--- src/mpd_pkg.sv ---
`default_nettype none

package mpd_pkg;

  typedef enum logic [5:0] {
    PH_HDR   = 6'b000001,
    PH_RLEN  = 6'b000010,
    PH_TLEN  = 6'b000100,
    PH_TOPIC = 6'b001000,
    PH_PID   = 6'b010000,
    PH_PAY   = 6'b100000
  } phase_t;

  localparam logic [2:0] CLS_HDR   = 3'd0;
  localparam logic [2:0] CLS_RLEN  = 3'd1;
  localparam logic [2:0] CLS_TLEN  = 3'd2;
  localparam logic [2:0] CLS_TOPIC = 3'd3;
  localparam logic [2:0] CLS_PID   = 3'd4;
  localparam logic [2:0] CLS_PAY   = 3'd5;

  localparam int QOS_LSB = 1;
  localparam int QOS_MSB = 2;

  typedef struct packed {
    logic [2:0]  byte_class;
    logic [7:0]  byte_value;
    logic [3:0]  packet_type;
    logic [3:0]  header_flags;
    logic [15:0] topic_len;
    logic [15:0] packet_ident;
    logic        last_of_packet;
    logic        malformed;
  } res_t;

endpackage

`default_nettype wire

--- src/mpd_if.sv ---
`default_nettype none

interface mpd_in_if;
  logic       valid;
  logic       ready;
  logic [7:0] in_byte;

  modport source (output valid, output in_byte, input ready);
  modport sink (input valid, input in_byte, output ready);
endinterface

interface mpd_out_if;
  logic        valid;
  logic        ready;
  logic [2:0]  byte_class;
  logic [7:0]  byte_value;
  logic [3:0]  packet_type;
  logic [3:0]  header_flags;
  logic [15:0] topic_len;
  logic [15:0] packet_ident;
  logic        last_of_packet;
  logic        malformed;

  modport source (
    output valid, output byte_class, output byte_value, output packet_type,
    output header_flags, output topic_len, output packet_ident,
    output last_of_packet, output malformed, input ready
  );
  modport sink (
    input valid, input byte_class, input byte_value, input packet_type,
    input header_flags, input topic_len, input packet_ident,
    input last_of_packet, input malformed, output ready
  );
endinterface

`default_nettype wire

--- src/mpd_in_stage.sv ---
`default_nettype none

module mpd_in_stage (
  input  wire logic   clk,
  input  wire logic   rst,
  mpd_in_if.sink      rx,
  input  wire logic   take,
  output logic        valid,
  output logic [7:0]  data
);

  assign rx.ready = !valid || take;

  always_ff @(posedge clk) begin
    if (rst) begin
      valid <= 1'b0;
    end else if (rx.ready) begin
      valid <= rx.valid;
    end
  end

  always_ff @(posedge clk) begin
    if (rx.valid && rx.ready) begin
      data <= rx.in_byte;
    end
  end

endmodule

`default_nettype wire

--- src/mpd_parse.sv ---
`default_nettype none

module mpd_parse (
  input  wire logic        clk,
  input  wire logic        rst,
  input  wire logic        load,
  input  wire logic [7:0]  data,
  output mpd_pkg::res_t    res
);

  mpd_pkg::phase_t phase, phase_next;
  logic [7:0]  bytes_left, bytes_left_next;
  logic [15:0] topic_left, topic_left_next;
  logic [15:0] topic_length_reg, topic_length_reg_next;
  logic [15:0] ident_reg, ident_reg_next;
  logic [3:0]  type_reg, type_reg_next;
  logic [3:0]  flags_reg, flags_reg_next;
  logic        id_byte_count, id_byte_count_next;

  logic [7:0]  bl_dec;
  logic [15:0] tl_dec;
  logic [15:0] tlen_word;
  logic        qos;
  logic [15:0] adv_left;
  mpd_pkg::phase_t adv_phase;
  logic [2:0]  cls;
  logic        last;
  logic        mal;

  assign bl_dec    = bytes_left - 8'd1;
  assign tl_dec    = topic_left - 16'd1;
  assign tlen_word = {topic_left[7:0], data};
  assign qos       = flags_reg[mpd_pkg::QOS_MSB:mpd_pkg::QOS_LSB] != 2'b00;

  // After the topic length or a topic byte, pick the following field.
  always_comb begin
    adv_left = (phase == mpd_pkg::PH_TOPIC) ? tl_dec : tlen_word;
    if (adv_left != 16'd0) begin
      adv_phase = mpd_pkg::PH_TOPIC;
    end else if (qos) begin
      adv_phase = mpd_pkg::PH_PID;
    end else begin
      adv_phase = mpd_pkg::PH_PAY;
    end
  end

  always_comb begin
    phase_next            = phase;
    bytes_left_next       = bytes_left;
    topic_left_next       = topic_left;
    topic_length_reg_next = topic_length_reg;
    ident_reg_next        = ident_reg;
    type_reg_next         = type_reg;
    flags_reg_next        = flags_reg;
    id_byte_count_next    = id_byte_count;
    cls                   = mpd_pkg::CLS_HDR;
    last                  = 1'b0;
    mal                   = 1'b0;
    // The header phase and any illegal code both take the default arm.
    unique case (phase)
      mpd_pkg::PH_RLEN: begin
        cls             = mpd_pkg::CLS_RLEN;
        bytes_left_next = data;
        if (data == 8'd0) begin
          last       = 1'b1;
          mal        = 1'b1;
          phase_next = mpd_pkg::PH_HDR;
        end else begin
          phase_next = mpd_pkg::PH_TLEN;
        end
      end
      mpd_pkg::PH_TLEN, mpd_pkg::PH_PID: begin
        cls             = (phase == mpd_pkg::PH_TLEN) ? mpd_pkg::CLS_TLEN
                                                      : mpd_pkg::CLS_PID;
        bytes_left_next = bl_dec;
        if (!id_byte_count) begin
          topic_left_next    = {8'd0, data};
          id_byte_count_next = 1'b1;
          if (bl_dec == 8'd0) begin
            last       = 1'b1;
            mal        = 1'b1;
            phase_next = mpd_pkg::PH_HDR;
          end
        end else if (phase == mpd_pkg::PH_TLEN) begin
          topic_length_reg_next = tlen_word;
          topic_left_next       = tlen_word;
          id_byte_count_next    = 1'b0;
          if (bl_dec == 8'd0) begin
            last       = 1'b1;
            mal        = adv_phase != mpd_pkg::PH_PAY;
            phase_next = mpd_pkg::PH_HDR;
          end else begin
            phase_next = adv_phase;
          end
        end else begin
          ident_reg_next     = tlen_word;
          topic_left_next    = 16'd0;
          id_byte_count_next = 1'b0;
          if (bl_dec == 8'd0) begin
            last       = 1'b1;
            phase_next = mpd_pkg::PH_HDR;
          end else begin
            phase_next = mpd_pkg::PH_PAY;
          end
        end
      end
      mpd_pkg::PH_TOPIC: begin
        cls             = mpd_pkg::CLS_TOPIC;
        bytes_left_next = bl_dec;
        topic_left_next = tl_dec;
        if (bl_dec == 8'd0) begin
          last       = 1'b1;
          mal        = adv_phase != mpd_pkg::PH_PAY;
          phase_next = mpd_pkg::PH_HDR;
        end else begin
          phase_next = adv_phase;
        end
      end
      mpd_pkg::PH_PAY: begin
        cls             = mpd_pkg::CLS_PAY;
        bytes_left_next = bl_dec;
        if (bl_dec == 8'd0) begin
          last       = 1'b1;
          phase_next = mpd_pkg::PH_HDR;
        end
      end
      default: begin
        cls                   = mpd_pkg::CLS_HDR;
        type_reg_next         = data[7:4];
        flags_reg_next        = data[3:0];
        topic_length_reg_next = 16'd0;
        ident_reg_next        = 16'd0;
        topic_left_next       = 16'd0;
        id_byte_count_next    = 1'b0;
        bytes_left_next       = 8'd0;
        phase_next            = mpd_pkg::PH_RLEN;
      end
    endcase
  end

  always_comb begin
    res.byte_class     = cls;
    res.byte_value     = data;
    res.packet_type    = type_reg_next;
    res.header_flags   = flags_reg_next;
    res.topic_len      = topic_length_reg_next;
    res.packet_ident   = ident_reg_next;
    res.last_of_packet = last;
    res.malformed      = mal;
  end

  always_ff @(posedge clk) begin
    if (rst) begin
      phase            <= mpd_pkg::PH_HDR;
      bytes_left       <= 8'd0;
      topic_left       <= 16'd0;
      topic_length_reg <= 16'd0;
      ident_reg        <= 16'd0;
      type_reg         <= 4'd0;
      flags_reg        <= 4'd0;
      id_byte_count    <= 1'b0;
    end else if (load) begin
      phase            <= phase_next;
      bytes_left       <= bytes_left_next;
      topic_left       <= topic_left_next;
      topic_length_reg <= topic_length_reg_next;
      ident_reg        <= ident_reg_next;
      type_reg         <= type_reg_next;
      flags_reg        <= flags_reg_next;
      id_byte_count    <= id_byte_count_next;
    end
  end

endmodule

`default_nettype wire

--- src/mpd_out_stage.sv ---
`default_nettype none

module mpd_out_stage (
  input  wire logic          clk,
  input  wire logic          rst,
  input  wire logic          load,
  input  wire mpd_pkg::res_t res,
  output logic               free,
  mpd_out_if.source          tx
);

  mpd_pkg::res_t held;

  assign free = !tx.valid || tx.ready;

  always_ff @(posedge clk) begin
    if (rst) begin
      tx.valid <= 1'b0;
    end else if (free) begin
      tx.valid <= load;
    end
  end

  always_ff @(posedge clk) begin
    if (load) begin
      held <= res;
    end
  end

  assign tx.byte_class     = held.byte_class;
  assign tx.byte_value     = held.byte_value;
  assign tx.packet_type    = held.packet_type;
  assign tx.header_flags   = held.header_flags;
  assign tx.topic_len      = held.topic_len;
  assign tx.packet_ident   = held.packet_ident;
  assign tx.last_of_packet = held.last_of_packet;
  assign tx.malformed      = held.malformed;

endmodule

`default_nettype wire

--- src/mqtt_publish_deframer.sv ---
`default_nettype none

// Publish packet deframer: every byte taken on rx comes out on tx with its
// role in the packet, the header fields and the topic length and packet
// identifier as far as they are known. One byte is taken per clock cycle
// when tx keeps up. A byte taken is registered in the input stage, passes
// through the parser and is registered in the output stage once that stage
// is free; the rate is set by the parser state, updated with each byte loaded.
module mqtt_publish_deframer (
  input  wire logic clk,
  input  wire logic rst,
  mpd_in_if.sink    rx,
  mpd_out_if.source tx
);

  logic          s1_valid;
  logic [7:0]    s1_data;
  logic          out_free;
  logic          load;
  mpd_pkg::res_t res;

  assign load = s1_valid && out_free;

  mpd_in_stage u_in (
    .clk   (clk),
    .rst   (rst),
    .rx    (rx),
    .take  (load),
    .valid (s1_valid),
    .data  (s1_data)
  );

  mpd_parse u_parse (
    .clk  (clk),
    .rst  (rst),
    .load (load),
    .data (s1_data),
    .res  (res)
  );

  mpd_out_stage u_out (
    .clk  (clk),
    .rst  (rst),
    .load (load),
    .res  (res),
    .free (out_free),
    .tx   (tx)
  );

endmodule

`default_nettype wire

--- src/flat_wrapper.sv ---
// flat-port wrapper written by rule: the top's interface ports become plain ports
module mqtt_publish_deframer_flat 
  (clk, rst, rx_valid, rx_in_byte, rx_ready, tx_valid, tx_byte_class, tx_byte_value, tx_packet_type, tx_header_flags, tx_topic_len, tx_packet_ident, tx_last_of_packet, tx_malformed, tx_ready);
  mpd_in_if rx_i ();
  mpd_out_if tx_i ();
  input  wire logic clk;
  input  wire logic rst;
  input wire logic [$bits(rx_i.valid)-1:0] rx_valid;
  input wire logic [$bits(rx_i.in_byte)-1:0] rx_in_byte;
  output wire logic [$bits(rx_i.ready)-1:0] rx_ready;
  output wire logic [$bits(tx_i.valid)-1:0] tx_valid;
  output wire logic [$bits(tx_i.byte_class)-1:0] tx_byte_class;
  output wire logic [$bits(tx_i.byte_value)-1:0] tx_byte_value;
  output wire logic [$bits(tx_i.packet_type)-1:0] tx_packet_type;
  output wire logic [$bits(tx_i.header_flags)-1:0] tx_header_flags;
  output wire logic [$bits(tx_i.topic_len)-1:0] tx_topic_len;
  output wire logic [$bits(tx_i.packet_ident)-1:0] tx_packet_ident;
  output wire logic [$bits(tx_i.last_of_packet)-1:0] tx_last_of_packet;
  output wire logic [$bits(tx_i.malformed)-1:0] tx_malformed;
  input wire logic [$bits(tx_i.ready)-1:0] tx_ready;
  assign rx_i.valid = rx_valid;
  assign rx_i.in_byte = rx_in_byte;
  assign rx_ready = rx_i.ready;
  assign tx_valid = tx_i.valid;
  assign tx_byte_class = tx_i.byte_class;
  assign tx_byte_value = tx_i.byte_value;
  assign tx_packet_type = tx_i.packet_type;
  assign tx_header_flags = tx_i.header_flags;
  assign tx_topic_len = tx_i.topic_len;
  assign tx_packet_ident = tx_i.packet_ident;
  assign tx_last_of_packet = tx_i.last_of_packet;
  assign tx_malformed = tx_i.malformed;
  assign tx_i.ready = tx_ready;
  mqtt_publish_deframer u_core (.clk(clk), .rst(rst), .rx(rx_i), .tx(tx_i));
endmodule
--- config.mk ---
export PLATFORM = sky130hd
export DESIGN_NAME = mqtt_publish_deframer_flat
export DESIGN_NICKNAME = d
export VERILOG_FILES = /design/src/mpd_pkg.sv /design/src/mpd_if.sv /design/src/mpd_in_stage.sv /design/src/mpd_parse.sv /design/src/mpd_out_stage.sv /design/src/mqtt_publish_deframer.sv /design/src/flat_wrapper.sv
export SDC_FILE = /design/constraint.sdc
export NUM_CORES = 1
export LEC_CHECK = 0
export BUFFER_PORTS_ARGS = -buffer_cell sky130_fd_sc_hd__buf_2
export CORE_MARGIN = 10
export CORE_UTILIZATION = 50
export CTS_BUF_LIST = sky130_fd_sc_hd__clkbuf_2
export DETAILED_ROUTE_END_ITERATION = 10
export PLACE_DENSITY = 0.7
export SKIP_CTS_REPAIR_TIMING = 1
export SYNTH_ARGS = -nofsm -noshare
export SYNTH_HDL_FRONTEND = slang
export SYNTH_SLANG_ARGS = --single-unit
--- constraint.sdc ---
create_clock -name clk -period 4.81 [get_ports clk]
set_clock_uncertainty 0.1 [all_clocks]
set_input_delay 0.7215 -clock clk [delete_from_list [all_inputs] [get_ports clk]]
set_output_delay 0.7215 -clock clk [all_outputs]
set_load 0.03 [all_outputs]
==> summary.log, run 1 <==
INFO  yosys          ys.warnings.count=0
INFO  layout         mostFrequentLayoutCells=sky130_fd_sc_hd__nor2_1, sky130_fd_sc_hd__dfxtp_1, sky130_fd_sc_hd__buf_2
INFO  layout         post_route_cells_drive_above_1_share=0.189
INFO  detailed_routing wl_met1=6590um
INFO  placement      dp_hpwl=9760um
INFO  yosys          post-synth-top-area-fraction=0.298
INFO  run            drv.max_cap_violation_count=0
INFO  critical_path  worstSetupEndpointType=register
INFO  detailed_routing avgViaCountPerCell=6.10
INFO  clock_network  clk_pin_slew_worst_paths=0.20ns
INFO  grt            grt_antenna_before_repair=0
INFO  critical_path  worst-path-max-fanout=9
INFO  power_and_ir_drop power.ir.vdd_worst=0.128mV
INFO  status         run_status=complete, no violations
INFO  placement      pre_cts_slack=1.63ns
INFO  critical_path  r2r-start=u_core.u_parse.topic_left[1]
INFO  placement      gpl.final_weighted_congestion=0.849
INFO  placement      port_buffers=66
INFO  grt            grt.overflow.total=0
INFO  detailed_routing routed_wire_length_per_instance=18.9um
INFO  yosys          post_synth_num_cell_types=60
INFO  placement      postPlaceCellArea=6390um^2
INFO  critical_path  timing.critical_path.arrival=3.44ns
INFO  layout         most_common_library_cell_in_the_layout_ignoring_fill_and_taps=sky130_fd_sc_hd__nor2_1
INFO  power_and_ir_drop power.leakage=2.45nW
INFO  yosys          ys_ff_latch=134
INFO  yosys          synth_seq_area_share=0.536
INFO  worst_hold_path worst_hold_startpoint=rx_in_byte[2]
INFO  layout         antenna_cells=0
INFO  yosys          ys_async_sr_fraction=0
INFO  detailed_routing highest_layer=met4
INFO  critical_path  worst_setup_path_start_kind=register
INFO  timing         fin_ws=1.71ns
INFO  layout         design.final.nets=653
INFO  worst_hold_path worstHoldPathType=in2reg
INFO  critical_path  crit_start=u_core.u_parse.topic_left[1]
INFO  layout         final_design_area_no_fill=6680um^2
INFO  grt            global_route_wire_length_before_repair=23,900um
INFO  detailed_routing drt_wl_total=15,100um
INFO  timing         period_needed=3.10ns
INFO  detailed_routing ant_nets=0
INFO  detailed_routing total_met3_wirelength_after_detailed_routing=1130um
INFO  timing         setup_violations=0
INFO  yosys          yosysTopAreaCell=sky130_fd_sc_hd__edfxtp_1
INFO  grt            grt_usage=0.177
INFO  detailed_routing detailedRoute.firstIterationViolations=558
INFO  die            die_height=131um
INFO  die            floorplan.initialDensity=0.511
INFO  die            floorplan.die_area=17,100um^2
INFO  yosys          dominantRegCellSynth=sky130_fd_sc_hd__dfxtp_1
INFO  die            core_area=12,000um^2
INFO  timing         rsz0062_at_grt=false
INFO  yosys          netlist_area=6140um^2
INFO  timing         maxSlewHeadroom=0.422
INFO  clock_network  cts_tree=built
INFO  layout         layout-area-overhead-vs-synth=8.68%
INFO  timing         period_share=0.645
INFO  clock_network  cts_made_buffers=17
INFO  timing         slew_at_the_pin_closest_to_its_max_slew_limit=0.859ns
INFO  power_and_ir_drop p_total=2.28mW
INFO  detailed_routing remaining_drc_errors=0
INFO  critical_path  path_class=reg2reg
INFO  clock_network  clockRootBuffer=sky130_fd_sc_hd__clkbuf_2
INFO  yosys          netlist_top_cells_area=sky130_fd_sc_hd__edfxtp_1, sky130_fd_sc_hd__dfxtp_1, sky130_fd_sc_hd__nor2_1
INFO  timing         hold_viol_final=0
INFO  timing         maxClockFrequency=0.322GHz
INFO  grt            largest_net_degree_at_the_start_of_global_routing=68
INFO  power_and_ir_drop power-per-cell-area=341nW/um^2
INFO  die            die_width=131um
INFO  clock_network  clock_latency=0.67ns
INFO  clock_network  clock_sink_count=134
INFO  yosys          mappedNetlistNets=618
INFO  yosys          synth-edff-count=61
INFO  detailed_routing route.met2.wl=7120um
INFO  die            rows=40
INFO  yosys          postSynthCellCount=603
INFO  yosys          syn-mean-instance-area=10.2um^2
INFO  critical_path  worst-endpoint-required=5.15ns
INFO  die            top_level_ports=67
INFO  detailed_routing drt_pass1_iterations=5
INFO  clock_network  cts_max_path_buffers=2
INFO  clock_network  h-tree-depth=4
INFO  grt            via_count_of_the_first_global_routing_pass=4,618
INFO  detailed_routing routed-via-count=4,868
INFO  timing         final_max_slew_viol_count=0
INFO  timing         timing.setup.tns=0ns
==> critical path, stage by stage (launching register included) <==
cell and delay [ns]:
sky130_fd_sc_hd__dfxtp_1 0.51, sky130_fd_sc_hd__inv_1 0.15, sky130_fd_sc_hd__ha_1 0.38, sky130_fd_sc_hd__or4b_1 0.53
sky130_fd_sc_hd__o41ai_1 0.30, sky130_fd_sc_hd__o211ai_1 0.15, sky130_fd_sc_hd__a32o_1 0.28, sky130_fd_sc_hd__a21oi_2 0.18
sky130_fd_sc_hd__o221a_1 0.25, sky130_fd_sc_hd__o21ai_1 0.07
==> power by group <==
part	leakage, nW	switching, mW	internal (mW)
combinational	1.11	0.153	0.0718
clock	0.163	0.427	0.349
sequential	1.18	0.0482	1.23
==> routing by layer <==
metal,vias up,GRT usage
li1,2303,-
met3,25,0.0419
met5,-,0
met4,0,0.0647
met2,235,0.288
met1,2305,0.225
==> cells by family (layout without fill, tap and decap cells) <==
group / Yosys count / after routing / synth area share
AOI/OAI and AO/OA: 174 / 174 / 0.200
xor gates and xnor gates: 13 / 13 / 0.0185
adders and majority gates: 3 / 3 / 0.00611
buffers and inverters: 69 / 117 / 0.0601
DFF: 134 / 134 / 0.536
muxes: 8 / 8 / 0.0147
and+or+nand+nor: 202 / 202 / 0.164
==> stage by stage <==
stage / util / cells / hold slack, ns
floorplan: - / 603 / 0.334
global placement: 0.532 / 766 / 0.343
detailed placement: 0.532 / 766 / 0.351
CTS: 0.556 / 798 / 0.0629
global route: 0.556 / 798 / 0.0286
finish: 0.556 / 798 / 0.107
==> worst paths after layout <==
check	depth (start not counted)	end	slack, ns
setup reg to reg	9	u_core.u_out.tx.malformed	1.71
hold / removal	1	u_core.u_in.data[2]	0.11
hold reg to reg	2	u_core.u_parse.type_reg[1]	0.37
setup / recovery	9	u_core.u_out.tx.malformed	1.71
==> cell type report <==
cell class | count | area (um^2)
flip-flops and latches | 134 | 3290
clock inverters | 14 | 196
repair buffers | 74 | 390
inverters | 11 | 41.3
multi-input cells | 400 | 2480
fillers | 1065 | 5340
well taps | 147 | 184
clock buffers | 18 | 90.1
==> synth_stat cells, types with 8 or more instances <==
| cell type | number |
|---|---|
| sky130_fd_sc_hd__nor2_1 | 83 |
| sky130_fd_sc_hd__dfxtp_1 | 73 |
| sky130_fd_sc_hd__edfxtp_1 | 61 |
| sky130_fd_sc_hd__nand2_1 | 40 |
| sky130_fd_sc_hd__clkbuf_1 | 39 |
| sky130_fd_sc_hd__a22oi_1 | 38 |
| sky130_fd_sc_hd__a21oi_1 | 35 |
| sky130_fd_sc_hd__a22o_1 | 34 |
| sky130_fd_sc_hd__o21ai_1 | 19 |
| sky130_fd_sc_hd__nor3_1 | 16 |
| sky130_fd_sc_hd__nand3_1 | 15 |
| sky130_fd_sc_hd__buf_6 | 12 |
| sky130_fd_sc_hd__inv_1 | 10 |
| sky130_fd_sc_hd__o21ai_0 | 9 |
| sky130_fd_sc_hd__mux2_1 | 8 |
Power figures use the tool's default switching activity.
==> inputs of run 2 (changes only) <==
==> constraint.sdc (replaced) <==
create_clock -name clk -period 3.2 [get_ports clk]
set_clock_uncertainty 0.1 [all_clocks]
set_input_delay 0.48 -clock clk [delete_from_list [all_inputs] [get_ports clk]]
set_output_delay 0.48 -clock clk [all_outputs]
set_load 0.03 [all_outputs]
==> summary.log, run 2 (synthesis results as in run 1) <==
INFO  grt            grt_usage=0.181 [+0.00368]
INFO  detailed_routing detailedRoute.firstIterationViolations=678 [+22%]
INFO  clock_network  cts_made_buffers=17 [unchanged]
INFO  placement      gpl.final_weighted_congestion=0.979 [+15%]
INFO  critical_path  path_class=reg2reg
INFO  critical_path  worstSetupEndpointType=register
INFO  clock_network  clock_latency=0.73ns [+0.06 ns]
INFO  critical_path  crit_path_end=u_core.u_out.tx.malformed
INFO  timing         setup_violations=0 [unchanged]
INFO  critical_path  r2r-start=u_core.u_parse.topic_left[0]
INFO  grt            global_route_wire_length_before_repair=23,900um [+0.29%]
INFO  detailed_routing highest_layer=met4
INFO  layout         design.final.nets=682 [+4.4%]
INFO  detailed_routing ant_nets=0 [unchanged]
INFO  die            top_level_ports=67 [unchanged]
INFO  detailed_routing remaining_drc_errors=0 [unchanged]
INFO  timing         timing.setup.tns=0ns [unchanged]
INFO  clock_network  clockRootBuffer=sky130_fd_sc_hd__clkbuf_2
INFO  critical_path  critPathSlowestCell=sky130_fd_sc_hd__nor4b_1
INFO  grt            largest_net_degree_at_the_start_of_global_routing=51 [-25%]
INFO  timing         period_needed=2.81ns [-0.290 ns]
INFO  die            rows=40 [unchanged]
INFO  critical_path  timing.critical_path.arrival=3.23ns [-0.21 ns]
INFO  placement      postPlaceCellArea=6530um^2 [+2.2%]
INFO  die            core_area=12,000um^2 [unchanged]
INFO  critical_path  worst-path-max-fanout=11 [+2]
INFO  die            floorplan.initialDensity=0.511 [unchanged]
INFO  die            floorplan.die_area=17,100um^2 [unchanged]
INFO  power_and_ir_drop power.leakage=2.61nW [+6.2%]
INFO  detailed_routing drt_wl_total=15,700um [+4.2%]
INFO  detailed_routing avgViaCountPerCell=6.05 [-0.75%]
INFO  timing         hold_viol_final=0 [unchanged]
INFO  layout         seqCellArea=3290um^2 [unchanged]
INFO  detailed_routing total_met3_wirelength_after_detailed_routing=1130um [unchanged]
INFO  placement      port_buffers=66 [unchanged]
INFO  detailed_routing drt_pass1_iterations=7 [+2]
INFO  detailed_routing routed-via-count=5,007 [+2.9%]
INFO  clock_network  clk_pin_slew_worst_paths=0.20ns [about the same]
INFO  power_and_ir_drop share_comb_of_total_power=0.113 [+0.014]
INFO  timing         final_max_slew_viol_count=0 [unchanged]
INFO  power_and_ir_drop power.switching=0.937mW [+49%]
INFO  layout         final_design_area_no_fill=6930um^2 [+3.8%]
INFO  timing         maxSlewHeadroom=0.129 [-0.293]
INFO  layout         antenna_cells=0 [unchanged]
INFO  power_and_ir_drop p_total=3.51mW [+54%]
INFO  placement      dp_hpwl=10,500um [+8.1%]
INFO  clock_network  cts_tree=built
INFO  detailed_routing route.met2.wl=7290um [+2.3%]
INFO  critical_path  worst_setup_path_start_kind=register
INFO  clock_network  cts_max_path_buffers=2 [unchanged]
INFO  placement      pre_cts_slack=0.445ns [-1.18 ns]
INFO  power_and_ir_drop switching_share_of_power=0.267 [-0.00878]
INFO  timing         fin_ws=0.386ns [-1.32 ns]
INFO  layout         mostFrequentLayoutCells=sky130_fd_sc_hd__nor2_1, sky130_fd_sc_hd__dfxtp_1, sky130_fd_sc_hd__buf_2
INFO  power_and_ir_drop cellInternalPower=2.57mW [+56%]
INFO  critical_path  critical_path.max_stage_delay=0.51ns [-0.02 ns]
INFO  layout         multi_input_comb_area=2480um^2 [unchanged]
INFO  layout         layout-area-overhead-vs-synth=12.8%
INFO  clock_network  h-tree-depth=4 [unchanged]
INFO  layout         post_route_cells_drive_above_1_share=0.209 [+0.0199]
INFO  die            die_width=131um [unchanged]
INFO  clock_network  clock_sink_count=134 [unchanged]
INFO  layout         most_common_library_cell_in_the_layout_ignoring_fill_and_taps=sky130_fd_sc_hd__nor2_1
INFO  detailed_routing routed_wire_length_per_instance=19.0um [+0.56%]
INFO  power_and_ir_drop power.share.sequential=0.538 [-0.022]
INFO  detailed_routing wl_met1=6940um [+5.4%]
INFO  timing         rsz0062_at_grt=false
INFO  power_and_ir_drop power-per-cell-area=506nW/um^2 [+48%]
INFO  power_and_ir_drop power.ir.vdd_worst=0.266mV [+110%]
INFO  run            drv.max_cap_violation_count=0 [unchanged]
INFO  power_and_ir_drop clock_power_share=0.349 [+0.008]
INFO  critical_path  ff2ff_path_depth=10 [+1]
INFO  timing         maxClockFrequency=0.355GHz [+10%]
INFO  timing         period_share=0.879 [+0.234]
INFO  die            die_height=131um [unchanged]
INFO  critical_path  worst-endpoint-required=3.62ns [-1.53 ns]
INFO  grt            grt_antenna_before_repair=0 [unchanged]
INFO  timing         slew_at_the_pin_closest_to_its_max_slew_limit=1.30ns [+0.446 ns]
INFO  critical_path  timing.reg2reg.setup_slack=0.39ns [-1.32 ns]
INFO  worst_hold_path worstHoldPathType=in2reg
INFO  grt            via_count_of_the_first_global_routing_pass=4,504 [-2.5%]
INFO  critical_path  critical_path.cell_chain=inv_1 -> ha_1 -> buf_4 -> nor4b_1 -> a22oi_1 -> o21a_1 -> a32o_1 -> a21oi_2 -> o221a_1 -> o21ai_1
INFO  critical_path  critical_path.reg2reg.endpoint=u_core.u_out.tx.malformed
INFO  critical_path  crit_start=u_core.u_parse.topic_left[0]
INFO  layout         num-fill-cells=1,054 [-1.0%]
INFO  grt            grt.overflow.total=0 [unchanged]
INFO  status         run_status=complete, no violations
run 2: power groups by stage:
stage / sequential [mW] / clock [mW] / combinational, mW
finish: 1.89 / 1.22 / 0.397
global route: 1.90 / 1.31 / 0.430
CTS: 1.89 / 1.24 / 0.385
global placement: 1.92 / 0 / 0.380
floorplan: 1.96 / 0 / 0.246
detailed placement: 1.92 / 0 / 0.384
run 2: worst min path at each step:
stage | start | to | slack [ns] | cells after the start
floorplan | u_core.u_parse.flags_reg[0] | u_core.u_parse.flags_reg[0] | 0.33 | 2
global placement | u_core.u_parse.type_reg[2] | u_core.u_parse.type_reg[2] | 0.34 | 2
detailed placement | u_core.u_parse.type_reg[0] | u_core.u_parse.type_reg[0] | 0.34 | 2
CTS | rx_in_byte[7] | u_core.u_in.data[7] | -0.24 | 1
global route | rst | u_core.u_parse.ident_reg[11] | 0.05 | 2
finish | rst | u_core.u_parse.topic_length_reg[11] | 0.05 | 2
run 2: area by class of cell:
| class | count | share of cell area |
|---|---|---|
| repair buffers | 103 | 0.0913 |
| clock inverters | 13 | 0.0294 |
| multi-input cells | 400 | 0.358 |
| clock buffers | 19 | 0.0137 |
| inverters | 11 | 0.00596 |
| well taps | 147 | 0.0265 |
| flip-flops and latches | 134 | 0.475 |
run 2: routing by layer:
metal	GRT usage	vias to the layer above
met1	0.238	2385
met3	0.0383	35
met2	0.280	227
met5	0	-
met4	0.0837	0
li1	-	2360
run 2: stage by stage:
| stage | hold slack (ns) | utilization | std cells |
|---|---|---|---|
| final | 0.0529 | 0.577 | 827 |
| after global routing | 0.0523 | 0.577 | 827 |
| after CTS | -0.238 | 0.569 | 817 |
| after detailed placement | 0.344 | 0.544 | 785 |
| after global placement | 0.340 | 0.544 | 785 |
| after floorplan | 0.334 | - | 603 |
run 2: worst max-delay path, delay by kind of cell, from the launching register on:
family / cells / cell delay, ns
AO/OA/AOI/OAI: 6 / 1.07
AND/OR/NAND/NOR: 1 / 0.51
flip-flops: 1 / 0.46
buffers and inverters: 2 / 0.30
adder cells (fa/ha/maj): 1 / 0.17
